`src/rtl/core/pidaw_pkg.sv`:
```
// Shared types, register indexes and reset constants for the PID anti-windup unit.
package pidaw_pkg;

    localparam int ACC_INT_BITS = 24;
    localparam int GAIN_W       = 32;
    localparam int DECAY_W      = 25;
    localparam int CFG_DATA_W   = 32;
    localparam int CFG_INDEX_W  = 3;

    localparam logic [63:0] PROP_GAIN_RESET_Q24       = 64'd335544320;
    localparam logic [63:0] INTEGRAL_GAIN_RESET_Q24   = 64'd16777;
    localparam logic [63:0] DERIVATIVE_DECAY_RESET_Q24 = 64'd15252015;
    localparam logic [63:0] DERIVATIVE_GAIN_RESET_Q24 = 64'd152520150;
    localparam logic [63:0] WINDUP_GAIN_RESET_Q24     = 64'd167772;

    typedef enum logic [CFG_INDEX_W-1:0] {
        REG_PROP_GAIN        = 3'd0,
        REG_INTEGRAL_GAIN    = 3'd1,
        REG_DERIVATIVE_DECAY = 3'd2,
        REG_DERIVATIVE_GAIN  = 3'd3,
        REG_WINDUP_GAIN      = 3'd4,
        REG_OUT_LOW          = 3'd5,
        REG_OUT_HIGH         = 3'd6
    } cfg_index_t;

    typedef enum logic [3:0] {
        ST_IDLE,
        ST_P_GO,
        ST_P_WAIT,
        ST_DQ_GO,
        ST_DQ_WAIT,
        ST_DI_GO,
        ST_DI_WAIT,
        ST_V1,
        ST_V2,
        ST_CLAMP,
        ST_W,
        ST_II_GO,
        ST_II_WAIT,
        ST_IW_GO,
        ST_IW_WAIT,
        ST_OUT
    } pid_state_t;

    typedef enum logic [2:0] {
        MS_IDLE,
        MS_LO,
        MS_HI,
        MS_SUM,
        MS_SAT,
        MS_SIGN
    } mul_step_t;

    typedef struct packed {
        logic start;
        logic scaled;
    } mul_cmd_t;

    function automatic logic [63:0] scale_q24(input logic [63:0] value, input int frac_bits);
        if (frac_bits >= 24)
        begin
            return value << (frac_bits - 24);
        end
        return value >> (24 - frac_bits);
    endfunction

endpackage

```
`src/rtl/core/pidaw_in_if.sv`:
```
// Input channel carrying setpoint and measurement samples.
interface pidaw_in_if #(
    parameter int SAMPLE_WIDTH = 16
) ();
    logic                           valid;
    logic                           ready;
    logic signed [SAMPLE_WIDTH-1:0] setpoint;
    logic signed [SAMPLE_WIDTH-1:0] measured;

    modport source (output valid, output setpoint, output measured, input ready);
    modport sink (input valid, input setpoint, input measured, output ready);
endinterface

```
`src/rtl/core/pidaw_out_if.sv`:
```
// Output channel carrying the clamped drive value.
interface pidaw_out_if #(
    parameter int SAMPLE_WIDTH = 16
) ();
    logic                           valid;
    logic                           ready;
    logic signed [SAMPLE_WIDTH-1:0] drive;

    modport source (output valid, output drive, input ready);
    modport sink (input valid, input drive, output ready);
endinterface

```
`src/rtl/core/pidaw_mul.sv`:
```
// Multi-cycle saturating gain multiplier built around one 32x32 multiplier.
module pidaw_mul #(
    parameter  int FRAC_BITS = 24,
    localparam int ACC_W     = pidaw_pkg::ACC_INT_BITS + FRAC_BITS
) (
    input  logic                    clk,
    input  logic                    rst_n,
    input  pidaw_pkg::mul_cmd_t     cmd,
    input  logic signed [ACC_W-1:0] operand,
    input  logic [31:0]             gain,
    output logic                    done,
    output logic signed [ACC_W-1:0] result
);

    localparam int FULL_W = ACC_W + 32;

    pidaw_pkg::mul_step_t step_reg, step_next;

    logic [ACC_W-1:0]        mag_reg, mag_next;
    logic                    neg_reg, neg_next;
    logic                    scaled_reg, scaled_next;
    logic [31:0]             gain_reg, gain_next;
    logic [63:0]             prod_reg, prod_next;
    logic [FULL_W-1:0]       acc_reg, acc_next;
    logic signed [ACC_W-1:0] res_reg, res_next;
    logic                    done_reg, done_next;

    logic [31:0]       mul_a;
    logic [63:0]       product;
    logic [FULL_W-1:0] shifted;
    logic [FULL_W-1:0] limit;

    assign mul_a   = (step_reg == pidaw_pkg::MS_LO) ? mag_reg[31:0] : 32'(mag_reg[ACC_W-1:32]);
    assign product = 64'(mul_a) * 64'(gain_reg);
    assign shifted = scaled_reg ? (acc_reg >> FRAC_BITS) : acc_reg;
    assign limit   = neg_reg ? (FULL_W'(1) << (ACC_W - 1))
                             : ((FULL_W'(1) << (ACC_W - 1)) - FULL_W'(1));

    always_comb
    begin
        step_next   = step_reg;
        mag_next    = mag_reg;
        neg_next    = neg_reg;
        scaled_next = scaled_reg;
        gain_next   = gain_reg;
        prod_next   = prod_reg;
        acc_next    = acc_reg;
        res_next    = res_reg;
        done_next   = 1'b0;
        unique case (step_reg)
            pidaw_pkg::MS_IDLE:
            begin
                if (cmd.start)
                begin
                    neg_next    = operand[ACC_W-1];
                    mag_next    = operand[ACC_W-1] ? (ACC_W'(0) - ACC_W'(operand))
                                                   : ACC_W'(operand);
                    scaled_next = cmd.scaled;
                    gain_next   = gain;
                    step_next   = pidaw_pkg::MS_LO;
                end
            end
            pidaw_pkg::MS_LO:
            begin
                prod_next = product;
                step_next = pidaw_pkg::MS_HI;
            end
            pidaw_pkg::MS_HI:
            begin
                acc_next  = FULL_W'(prod_reg);
                prod_next = product;
                step_next = pidaw_pkg::MS_SUM;
            end
            pidaw_pkg::MS_SUM:
            begin
                acc_next  = acc_reg + {prod_reg[ACC_W-1:0], 32'd0};
                step_next = pidaw_pkg::MS_SAT;
            end
            pidaw_pkg::MS_SAT:
            begin
                mag_next  = (shifted > limit) ? limit[ACC_W-1:0] : shifted[ACC_W-1:0];
                step_next = pidaw_pkg::MS_SIGN;
            end
            pidaw_pkg::MS_SIGN:
            begin
                res_next  = neg_reg ? signed'(ACC_W'(0) - mag_reg) : signed'(mag_reg);
                done_next = 1'b1;
                step_next = pidaw_pkg::MS_IDLE;
            end
            default:
            begin
                step_next = pidaw_pkg::MS_IDLE;
            end
        endcase
    end

    always_ff @(posedge clk or negedge rst_n)
    begin
        if (!rst_n)
        begin
            step_reg <= pidaw_pkg::MS_IDLE;
            done_reg <= 1'b0;
        end
        else
        begin
            step_reg <= step_next;
            done_reg <= done_next;
        end
    end

    always_ff @(posedge clk)
    begin
        mag_reg    <= mag_next;
        neg_reg    <= neg_next;
        scaled_reg <= scaled_next;
        gain_reg   <= gain_next;
        prod_reg   <= prod_next;
        acc_reg    <= acc_next;
        res_reg    <= res_next;
    end

    assign done   = done_reg;
    assign result = res_reg;

endmodule

```
`src/rtl/core/pid_antiwindup_filtered_derivative_unit.sv`:
```
// PID controller with filtered derivative and back-calculation anti-windup.
//
// Each feedback transaction (setpoint, measured) yields one actuator transaction (drive).
// Feedback is accepted again in the cycle the drive appears: five gain products pass in
// turn through one shared 32x32 multiplier unit, and one shared saturating adder forms
// the sums. The drive sits in an output register, so a new item may start while it
// waits; a drive not yet taken stalls only the last step of the next item.
// Gains use FRAC_BITS fraction bits; internal values are 24+FRAC_BITS bit signed and
// saturate. Write the configuration registers only while the unit is idle.
module pid_antiwindup_filtered_derivative_unit #(
    parameter int SAMPLE_WIDTH = 16,
    parameter int FRAC_BITS    = 24
) (
    input  logic                                   clk,
    input  logic                                   rst_n,
    pidaw_in_if.sink                               feedback,
    pidaw_out_if.source                            actuator,
    input  logic                                   write_en,
    input  logic [pidaw_pkg::CFG_INDEX_W-1:0]      write_index,
    input  logic [pidaw_pkg::CFG_DATA_W-1:0]       write_data
);

    localparam int ACC_W = pidaw_pkg::ACC_INT_BITS + FRAC_BITS;
    localparam int GW    = pidaw_pkg::GAIN_W;
    localparam int DW    = FRAC_BITS + 1;
    localparam int DIF_W = SAMPLE_WIDTH + 1;

    localparam logic [GW-1:0] PROP_GAIN_RESET =
        GW'(pidaw_pkg::scale_q24(pidaw_pkg::PROP_GAIN_RESET_Q24, FRAC_BITS));
    localparam logic [GW-1:0] INTEGRAL_GAIN_RESET =
        GW'(pidaw_pkg::scale_q24(pidaw_pkg::INTEGRAL_GAIN_RESET_Q24, FRAC_BITS));
    localparam logic [DW-1:0] DERIVATIVE_DECAY_RESET =
        DW'(pidaw_pkg::scale_q24(pidaw_pkg::DERIVATIVE_DECAY_RESET_Q24, FRAC_BITS));
    localparam logic [GW-1:0] DERIVATIVE_GAIN_RESET =
        GW'(pidaw_pkg::scale_q24(pidaw_pkg::DERIVATIVE_GAIN_RESET_Q24, FRAC_BITS));
    localparam logic [GW-1:0] WINDUP_GAIN_RESET =
        GW'(pidaw_pkg::scale_q24(pidaw_pkg::WINDUP_GAIN_RESET_Q24, FRAC_BITS));

    localparam logic signed [ACC_W-1:0] ACC_MAX = {1'b0, {(ACC_W - 1){1'b1}}};
    localparam logic signed [ACC_W-1:0] ACC_MIN = {1'b1, {(ACC_W - 1){1'b0}}};

    // configuration
    logic [GW-1:0]                  prop_gain_reg;
    logic [GW-1:0]                  integral_gain_reg;
    logic [DW-1:0]                  derivative_decay_reg;
    logic [GW-1:0]                  derivative_gain_reg;
    logic [GW-1:0]                  windup_gain_reg;
    logic signed [SAMPLE_WIDTH-1:0] out_low_reg;
    logic signed [SAMPLE_WIDTH-1:0] out_high_reg;

    // control and state
    pidaw_pkg::pid_state_t          state_reg, state_next;
    logic                           drive_valid_reg, drive_valid_next;
    logic signed [ACC_W-1:0]        integral_acc_reg, integral_acc_next;
    logic signed [ACC_W-1:0]        deriv_acc_reg, deriv_acc_next;
    logic signed [SAMPLE_WIDTH-1:0] prev_measured_reg, prev_measured_next;

    // datapath
    logic signed [DIF_W-1:0]        err_reg, err_next;
    logic signed [DIF_W-1:0]        dm_reg, dm_next;
    logic signed [ACC_W-1:0]        p_reg, p_next;
    logic signed [ACC_W-1:0]        t_reg, t_next;
    logic signed [ACC_W-1:0]        d_reg, d_next;
    logic signed [ACC_W-1:0]        v_reg, v_next;
    logic signed [ACC_W-1:0]        u_reg, u_next;
    logic signed [ACC_W-1:0]        w_reg, w_next;
    logic signed [SAMPLE_WIDTH-1:0] drive_reg, drive_next;

    // shared adder
    logic signed [ACC_W-1:0]        add_a, add_b, add_sum;
    logic                           add_sub;
    logic signed [ACC_W:0]          add_wide;

    // shared multiplier
    pidaw_pkg::mul_cmd_t            mul_cmd;
    logic signed [ACC_W-1:0]        mul_operand;
    logic [GW-1:0]                  mul_gain;
    logic                           mul_done;
    logic signed [ACC_W-1:0]        mul_result;

    logic signed [ACC_W-1:0]        lo_full, hi_full;

    assign lo_full = ACC_W'(out_low_reg) <<< FRAC_BITS;
    assign hi_full = ACC_W'(out_high_reg) <<< FRAC_BITS;

    assign add_wide = add_sub ? ((ACC_W + 1)'(add_a) - (ACC_W + 1)'(add_b))
                              : ((ACC_W + 1)'(add_a) + (ACC_W + 1)'(add_b));
    assign add_sum  = (add_wide[ACC_W] != add_wide[ACC_W-1])
                      ? (add_wide[ACC_W] ? ACC_MIN : ACC_MAX)
                      : add_wide[ACC_W-1:0];

    pidaw_mul #(
        .FRAC_BITS (FRAC_BITS)
    ) u_mul (
        .clk     (clk),
        .rst_n   (rst_n),
        .cmd     (mul_cmd),
        .operand (mul_operand),
        .gain    (mul_gain),
        .done    (mul_done),
        .result  (mul_result)
    );

    assign feedback.ready = (state_reg == pidaw_pkg::ST_IDLE);
    assign actuator.valid = drive_valid_reg;
    assign actuator.drive = drive_reg;

    always_comb
    begin
        state_next         = state_reg;
        drive_valid_next   = drive_valid_reg;
        integral_acc_next  = integral_acc_reg;
        deriv_acc_next     = deriv_acc_reg;
        prev_measured_next = prev_measured_reg;
        err_next           = err_reg;
        dm_next            = dm_reg;
        p_next             = p_reg;
        t_next             = t_reg;
        d_next             = d_reg;
        v_next             = v_reg;
        u_next             = u_reg;
        w_next             = w_reg;
        drive_next         = drive_reg;
        add_a              = '0;
        add_b              = '0;
        add_sub            = 1'b0;
        mul_cmd            = '0;
        mul_operand        = '0;
        mul_gain           = '0;

        if (actuator.ready)
        begin
            drive_valid_next = 1'b0;
        end

        unique case (state_reg)
            pidaw_pkg::ST_IDLE:
            begin
                if (feedback.valid)
                begin
                    err_next = DIF_W'(feedback.setpoint) - DIF_W'(feedback.measured);
                    dm_next  = DIF_W'(feedback.measured) - DIF_W'(prev_measured_reg);
                    prev_measured_next = feedback.measured;
                    state_next = pidaw_pkg::ST_P_GO;
                end
            end
            pidaw_pkg::ST_P_GO:
            begin
                mul_cmd.start = 1'b1;
                mul_operand   = ACC_W'(err_reg);
                mul_gain      = prop_gain_reg;
                state_next    = pidaw_pkg::ST_P_WAIT;
            end
            pidaw_pkg::ST_P_WAIT:
            begin
                if (mul_done)
                begin
                    p_next     = mul_result;
                    state_next = pidaw_pkg::ST_DQ_GO;
                end
            end
            pidaw_pkg::ST_DQ_GO:
            begin
                mul_cmd.start  = 1'b1;
                mul_cmd.scaled = 1'b1;
                mul_operand    = deriv_acc_reg;
                mul_gain       = GW'(derivative_decay_reg);
                state_next     = pidaw_pkg::ST_DQ_WAIT;
            end
            pidaw_pkg::ST_DQ_WAIT:
            begin
                if (mul_done)
                begin
                    t_next     = mul_result;
                    state_next = pidaw_pkg::ST_DI_GO;
                end
            end
            pidaw_pkg::ST_DI_GO:
            begin
                mul_cmd.start = 1'b1;
                mul_operand   = ACC_W'(dm_reg);
                mul_gain      = derivative_gain_reg;
                state_next    = pidaw_pkg::ST_DI_WAIT;
            end
            pidaw_pkg::ST_DI_WAIT:
            begin
                add_a   = t_reg;
                add_b   = mul_result;
                add_sub = 1'b1;
                if (mul_done)
                begin
                    d_next     = add_sum;
                    state_next = pidaw_pkg::ST_V1;
                end
            end
            pidaw_pkg::ST_V1:
            begin
                add_a      = p_reg;
                add_b      = integral_acc_reg;
                v_next     = add_sum;
                state_next = pidaw_pkg::ST_V2;
            end
            pidaw_pkg::ST_V2:
            begin
                add_a          = v_reg;
                add_b          = d_reg;
                v_next         = add_sum;
                deriv_acc_next = d_reg;
                state_next     = pidaw_pkg::ST_CLAMP;
            end
            pidaw_pkg::ST_CLAMP:
            begin
                if (v_reg < lo_full)
                begin
                    u_next = lo_full;
                end
                else if (v_reg > hi_full)
                begin
                    u_next = hi_full;
                end
                else
                begin
                    u_next = v_reg;
                end
                state_next = pidaw_pkg::ST_W;
            end
            pidaw_pkg::ST_W:
            begin
                add_a      = u_reg;
                add_b      = v_reg;
                add_sub    = 1'b1;
                w_next     = add_sum;
                state_next = pidaw_pkg::ST_II_GO;
            end
            pidaw_pkg::ST_II_GO:
            begin
                mul_cmd.start = 1'b1;
                mul_operand   = ACC_W'(err_reg);
                mul_gain      = integral_gain_reg;
                state_next    = pidaw_pkg::ST_II_WAIT;
            end
            pidaw_pkg::ST_II_WAIT:
            begin
                add_a = integral_acc_reg;
                add_b = mul_result;
                if (mul_done)
                begin
                    t_next     = add_sum;
                    state_next = pidaw_pkg::ST_IW_GO;
                end
            end
            pidaw_pkg::ST_IW_GO:
            begin
                mul_cmd.start  = 1'b1;
                mul_cmd.scaled = 1'b1;
                mul_operand    = w_reg;
                mul_gain       = windup_gain_reg;
                state_next     = pidaw_pkg::ST_IW_WAIT;
            end
            pidaw_pkg::ST_IW_WAIT:
            begin
                add_a = t_reg;
                add_b = mul_result;
                if (mul_done)
                begin
                    integral_acc_next = add_sum;
                    state_next        = pidaw_pkg::ST_OUT;
                end
            end
            pidaw_pkg::ST_OUT:
            begin
                if (!drive_valid_reg || actuator.ready)
                begin
                    drive_next       = u_reg[FRAC_BITS +: SAMPLE_WIDTH];
                    drive_valid_next = 1'b1;
                    state_next       = pidaw_pkg::ST_IDLE;
                end
            end
            default:
            begin
                state_next = pidaw_pkg::ST_IDLE;
            end
        endcase
    end

    always_ff @(posedge clk or negedge rst_n)
    begin
        if (!rst_n)
        begin
            state_reg         <= pidaw_pkg::ST_IDLE;
            drive_valid_reg   <= 1'b0;
            integral_acc_reg  <= '0;
            deriv_acc_reg     <= '0;
            prev_measured_reg <= '0;
        end
        else
        begin
            state_reg         <= state_next;
            drive_valid_reg   <= drive_valid_next;
            integral_acc_reg  <= integral_acc_next;
            deriv_acc_reg     <= deriv_acc_next;
            prev_measured_reg <= prev_measured_next;
        end
    end

    always_ff @(posedge clk)
    begin
        err_reg   <= err_next;
        dm_reg    <= dm_next;
        p_reg     <= p_next;
        t_reg     <= t_next;
        d_reg     <= d_next;
        v_reg     <= v_next;
        u_reg     <= u_next;
        w_reg     <= w_next;
        drive_reg <= drive_next;
    end

    always_ff @(posedge clk or negedge rst_n)
    begin
        if (!rst_n)
        begin
            prop_gain_reg        <= PROP_GAIN_RESET;
            integral_gain_reg    <= INTEGRAL_GAIN_RESET;
            derivative_decay_reg <= DERIVATIVE_DECAY_RESET;
            derivative_gain_reg  <= DERIVATIVE_GAIN_RESET;
            windup_gain_reg      <= WINDUP_GAIN_RESET;
            out_low_reg          <= {1'b1, {(SAMPLE_WIDTH - 1){1'b0}}};
            out_high_reg         <= {1'b0, {(SAMPLE_WIDTH - 1){1'b1}}};
        end
        else if (write_en)
        begin
            unique case (write_index)
                pidaw_pkg::REG_PROP_GAIN:        prop_gain_reg        <= write_data[GW-1:0];
                pidaw_pkg::REG_INTEGRAL_GAIN:    integral_gain_reg    <= write_data[GW-1:0];
                pidaw_pkg::REG_DERIVATIVE_DECAY: derivative_decay_reg <= write_data[DW-1:0];
                pidaw_pkg::REG_DERIVATIVE_GAIN:  derivative_gain_reg  <= write_data[GW-1:0];
                pidaw_pkg::REG_WINDUP_GAIN:      windup_gain_reg      <= write_data[GW-1:0];
                pidaw_pkg::REG_OUT_LOW:
                    out_low_reg <= signed'(write_data[SAMPLE_WIDTH-1:0]);
                pidaw_pkg::REG_OUT_HIGH:
                    out_high_reg <= signed'(write_data[SAMPLE_WIDTH-1:0]);
                default:
                begin
                end
            endcase
        end
    end

    a_busy_after_accept: assert property (@(posedge clk) disable iff (!rst_n)
        (feedback.valid && feedback.ready) |=> !feedback.ready)
        else $error("feedback accepted again while an item is in flight");

    a_mul_done_in_wait: assert property (@(posedge clk) disable iff (!rst_n)
        mul_done |-> (state_reg == pidaw_pkg::ST_P_WAIT || state_reg == pidaw_pkg::ST_DQ_WAIT ||
                      state_reg == pidaw_pkg::ST_DI_WAIT || state_reg == pidaw_pkg::ST_II_WAIT ||
                      state_reg == pidaw_pkg::ST_IW_WAIT))
        else $error("multiplier finished outside a wait step");

    a_clamp_in_range: assert property (@(posedge clk) disable iff (!rst_n)
        (state_reg == pidaw_pkg::ST_W && lo_full <= hi_full)
        |-> (u_reg >= lo_full && u_reg <= hi_full))
        else $error("clamped value outside drive limits");

    a_out_holds: assert property (@(posedge clk) disable iff (!rst_n)
        (state_reg == pidaw_pkg::ST_OUT && actuator.valid && !actuator.ready)
        |=> state_reg == pidaw_pkg::ST_OUT)
        else $error("pending drive overwritten");

    a_deriv_update: assert property (@(posedge clk) disable iff (!rst_n)
        !$stable(deriv_acc_reg) |-> $past(state_reg) == pidaw_pkg::ST_V2)
        else $error("derivative state changed outside its update step");

endmodule
```
`src/flat_wrapper.sv`:
```
// flat-port wrapper written by rule: the top's interface ports become plain ports
module pid_antiwindup_filtered_derivative_unit_flat 
#(
    parameter int SAMPLE_WIDTH = 16,
    parameter int FRAC_BITS    = 24
)
  (clk, rst_n, write_en, write_index, write_data, feedback_valid, feedback_setpoint, feedback_measured, feedback_ready, actuator_valid, actuator_drive, actuator_ready);
  pidaw_in_if #(.SAMPLE_WIDTH(SAMPLE_WIDTH)) feedback_i ();
  pidaw_out_if #(.SAMPLE_WIDTH(SAMPLE_WIDTH)) actuator_i ();
  input  logic clk;
  input  logic rst_n;
  input  logic write_en;
  input  logic [pidaw_pkg::CFG_INDEX_W-1:0] write_index;
  input  logic [pidaw_pkg::CFG_DATA_W-1:0] write_data;
  input wire logic [$bits(feedback_i.valid)-1:0] feedback_valid;
  input wire logic [$bits(feedback_i.setpoint)-1:0] feedback_setpoint;
  input wire logic [$bits(feedback_i.measured)-1:0] feedback_measured;
  output wire logic [$bits(feedback_i.ready)-1:0] feedback_ready;
  output wire logic [$bits(actuator_i.valid)-1:0] actuator_valid;
  output wire logic [$bits(actuator_i.drive)-1:0] actuator_drive;
  input wire logic [$bits(actuator_i.ready)-1:0] actuator_ready;
  assign feedback_i.valid = feedback_valid;
  assign feedback_i.setpoint = feedback_setpoint;
  assign feedback_i.measured = feedback_measured;
  assign feedback_ready = feedback_i.ready;
  assign actuator_valid = actuator_i.valid;
  assign actuator_drive = actuator_i.drive;
  assign actuator_i.ready = actuator_ready;
  pid_antiwindup_filtered_derivative_unit #(.SAMPLE_WIDTH(SAMPLE_WIDTH), .FRAC_BITS(FRAC_BITS)) u_core (.clk(clk), .rst_n(rst_n), .feedback(feedback_i), .actuator(actuator_i), .write_en(write_en), .write_index(write_index), .write_data(write_data));
endmodule
```
`config.mk`:
```
export PLATFORM = sky130hd
export DESIGN_NAME = pid_antiwindup_filtered_derivative_unit_flat
export DESIGN_NICKNAME = d
export VERILOG_FILES = /design/src/rtl/core/pidaw_pkg.sv /design/src/rtl/core/pidaw_in_if.sv /design/src/rtl/core/pidaw_out_if.sv /design/src/rtl/core/pidaw_mul.sv /design/src/rtl/core/pid_antiwindup_filtered_derivative_unit.sv /design/src/flat_wrapper.sv
export SDC_FILE = /design/constraint.sdc
export NUM_CORES = 2
export LEC_CHECK = 0
export CAP_MARGIN = 20
export CORE_ASPECT_RATIO = 1.1
export CORE_UTILIZATION = 45
export DETAILED_ROUTE_END_ITERATION = 7
export DONT_BUFFER_PORTS = 1
export SETUP_SLACK_MARGIN = 0.15
export SYNTH_ARGS = -nofsm -noshare
export SYNTH_HDL_FRONTEND = slang
export SYNTH_SLANG_ARGS = --single-unit
```
`constraint.sdc`:
```
create_clock -name clk -period 13.2 [get_ports clk]
set_clock_uncertainty 0.15 [all_clocks]
set_input_delay 0.66 -clock clk [delete_from_list [all_inputs] [get_ports clk]]
set_output_delay 0.66 -clock clk [all_outputs]
set_load 0.05 [all_outputs]
```
==> flow_summary.ini <==
[run_status]
status = completed

[clocking]
clock-root-buffer = clkbuf_16
htree_levels = 3
postCtsHoldBufs = 50
clock_sinks = 918
cts_made_buffers = 92
clk_pin_slew_ns = 0.07
cts_tree = built
post_cts_resize_count = 0
insertion_delay_ns = 0.73
post_cts_buffers = 0
ctsLongestPathBuffers = 3

[timing]
final.period_utilization_pct = 80.0
finalHoldViolations = 0
max_freq_mhz = 94.7
setup_viol = 0
relSlewSlack_pct = 17.1
rsz0062_at_grt = no
worst_slew_pin_slew_ns = 1.24
setup_slack_ns = 2.64
finalSetupTns_ns = 0
fin_crit_ns = 10.56
report.final.slew_viol_count = 0

[global_routing]
grt_pass1_wl_mm = 407
track_usage_pct = 27.9
overflow = 0
grt_max_degree = 246
grt_pass1_vias = 65200
antenna_found_initial = 13

[logic_synthesis]
synth_edf_count = 612
synthesis.nets = 9822
synth_area_um2 = 84900
seq_area_frac_synth_pct = 30.7
ys_types = 113
syn_area_per_cell_um2 = 10.2
ys_ff_latch = 918
synth_top_flop_cell = edfxtp_1
ys_warn_count = 0
syn_inst = 8362
async_flop_share_pct = 33.3

[placed_design]
post-dp-hpwl_mm = 196
place_ws_ns = 2.76
routabilityCongestion = 0.942
portBuffers = 0

[worst_setup_path]
crit_buf_inv = 3
cpLargestDelayFamily = adder cells
r2r_end = u_core.u_mul.prod_reg[60]
crit_fanout = 92
cp-end-kind = register
crit_required_ns = 13.53
cp_data_arrival_time_ns = 10.89
r2r_start = u_core.u_mul.step_reg[0]
slowest_delay_ns = 0.88
ff2ff_setup_slack_ns = 2.64
critical_path_class = register to register
r2r_cells = 25
crit_slowest_cell = and2_1
crit_top_cell = fa_1
cp-start-kind = register

[floorplanning]
die_w_um = 416
dieArea_um2 = 190000
ios = 90
die_y_um = 458
core_um2 = 187000
rows = 166
start_util_pct = 45.5

[route]
viasPerCell = 5.93
ant_nets = 0
drc_errors = 0
drt_iter0_drc = 6068
routedWlPerCell_um = 25.0
wirelength_mm = 266
drtPass1Iterations = 6
vias = 63100

[flow_run]
cap_viol_max_count = 0

[layout]
largest_register_ffs = 80
utilization_pct = 48.6
drive_gt1_share_pct = 9.08
num-fill-cells = 17000
area_delta_synth_final_pct = 6.89
nNetsFinal = 9583
multi_input_area_um2 = 53200
regArea_um2 = 26100

[hold_path]
hp-class = input port to async pin
[layout make-up]
cell class	instances	share of cell area (%)
multi-input cells	5924	58.6
diodes	5	0.0138
inverters	1005	4.16
clock inverters	51	0.572
well taps	2436	3.36
clock buffers	122	2.74
flip-flops and latches	918	28.8
repair buffers	182	1.80
[logic make-up after synthesis]
logic type	count (synthesis)	synth area share [%]
xor+xnor	293	3.02
fa+ha+maj	1388	28.4
mux	322	4.18
buf+inv	1520	6.96
flops	918	30.7
simple gates	2485	14.5
compound gates	1436	12.2
[worst max-delay path by stage]
stage	end	cells past startpoint	from
2_1_floorplan	u_core.u_mul.prod_reg[60]	30	u_core.u_mul.step_reg[2]
4_1_cts	u_core.u_mul.prod_reg[60]	25	u_core.u_mul.step_reg[0]
6_report	u_core.u_mul.prod_reg[60]	25	u_core.u_mul.step_reg[0]
5_1_grt	u_core.u_mul.prod_reg[60]	25	u_core.u_mul.step_reg[0]
3_5_place_dp	u_core.u_mul.prod_reg[60]	27	u_core.u_mul.step_reg[0]
3_3_place_gp	u_core.w_reg[15]	28	u_core.state_reg[2]
[per-stage QoR]
step           instances  hold WS [ns]  instance area, um^2
2_1_floorplan       8362         0.214                84900
3_3_place_gp       10400         0.222                87100
3_5_place_dp       10400         0.222                87100
4_1_cts            10600        0.0161                90700
5_1_grt            10600        0.0504                90800
6_report           10600        0.0499                90800
[synthesized netlist by cell type, types with 34 or more instances]
library cell / n / share of area (%)
edfxtp_1: 612 / 22
mux2_2: 251 / 3.3
a21o_1: 158 / 1.4
a21oi_1: 264 / 1.6
nand4_1: 61 / 0.45
xnor2_1: 205 / 2.1
xor2_1: 88 / 0.91
o21ai_0: 250 / 1.5
inv_1: 1002 / 4.4
dfrtp_1: 245 / 7.2
and3_1: 298 / 2.2
a221o_1: 61 / 0.72
fa_1: 900 / 21
nor3_1: 67 / 0.39
and2_1: 430 / 3.2
mux2i_1: 65 / 0.77
o31ai_2: 36 / 0.53
o31ai_1: 99 / 0.88
a22oi_1: 114 / 1.0
ha_1: 488 / 7.2
a222oi_1: 50 / 0.59
nand3_1: 93 / 0.55
nand2_1: 995 / 4.4
a22o_1: 36 / 0.37
a211oi_1: 34 / 0.30
clkbuf_1: 430 / 1.9
nor2b_1: 38 / 0.28
nor2_1: 312 / 1.4
a31oi_1: 76 / 0.56
dfstp_2: 61 / 1.9
[metal layers]
layer,global-route usage [%],part of all wire [%],vias to the layer above
met1,36.0,40,32200
li1,-,-,27900
met4,12.3,4.8,0
met5,0,0,-
met2,47.1,49,2494
met3,3.43,6.5,501
[placed cells by master, fill, tap and decap left out, types with 88 or more instances in the layout]
cell          n
clkbuf_16    93
a22oi_1     114
xor2_1       88
and3_1      297
mux2_2      251
inv_1      1002
o31ai_1      98
fa_1        900
a21oi_1     263
ha_1        488
o21ai_0     248
a21o_1      158
nor2_1      308
nand2_1     993
buf_4       123
edfxtp_1    612
nand3_1      91
dfrtp_1     241
and2_1      431
xnor2_1     204
Power is left out: the tool's default activity adds up to more than one toggle a clock period on the data nets, which glitch-free logic cannot reach.
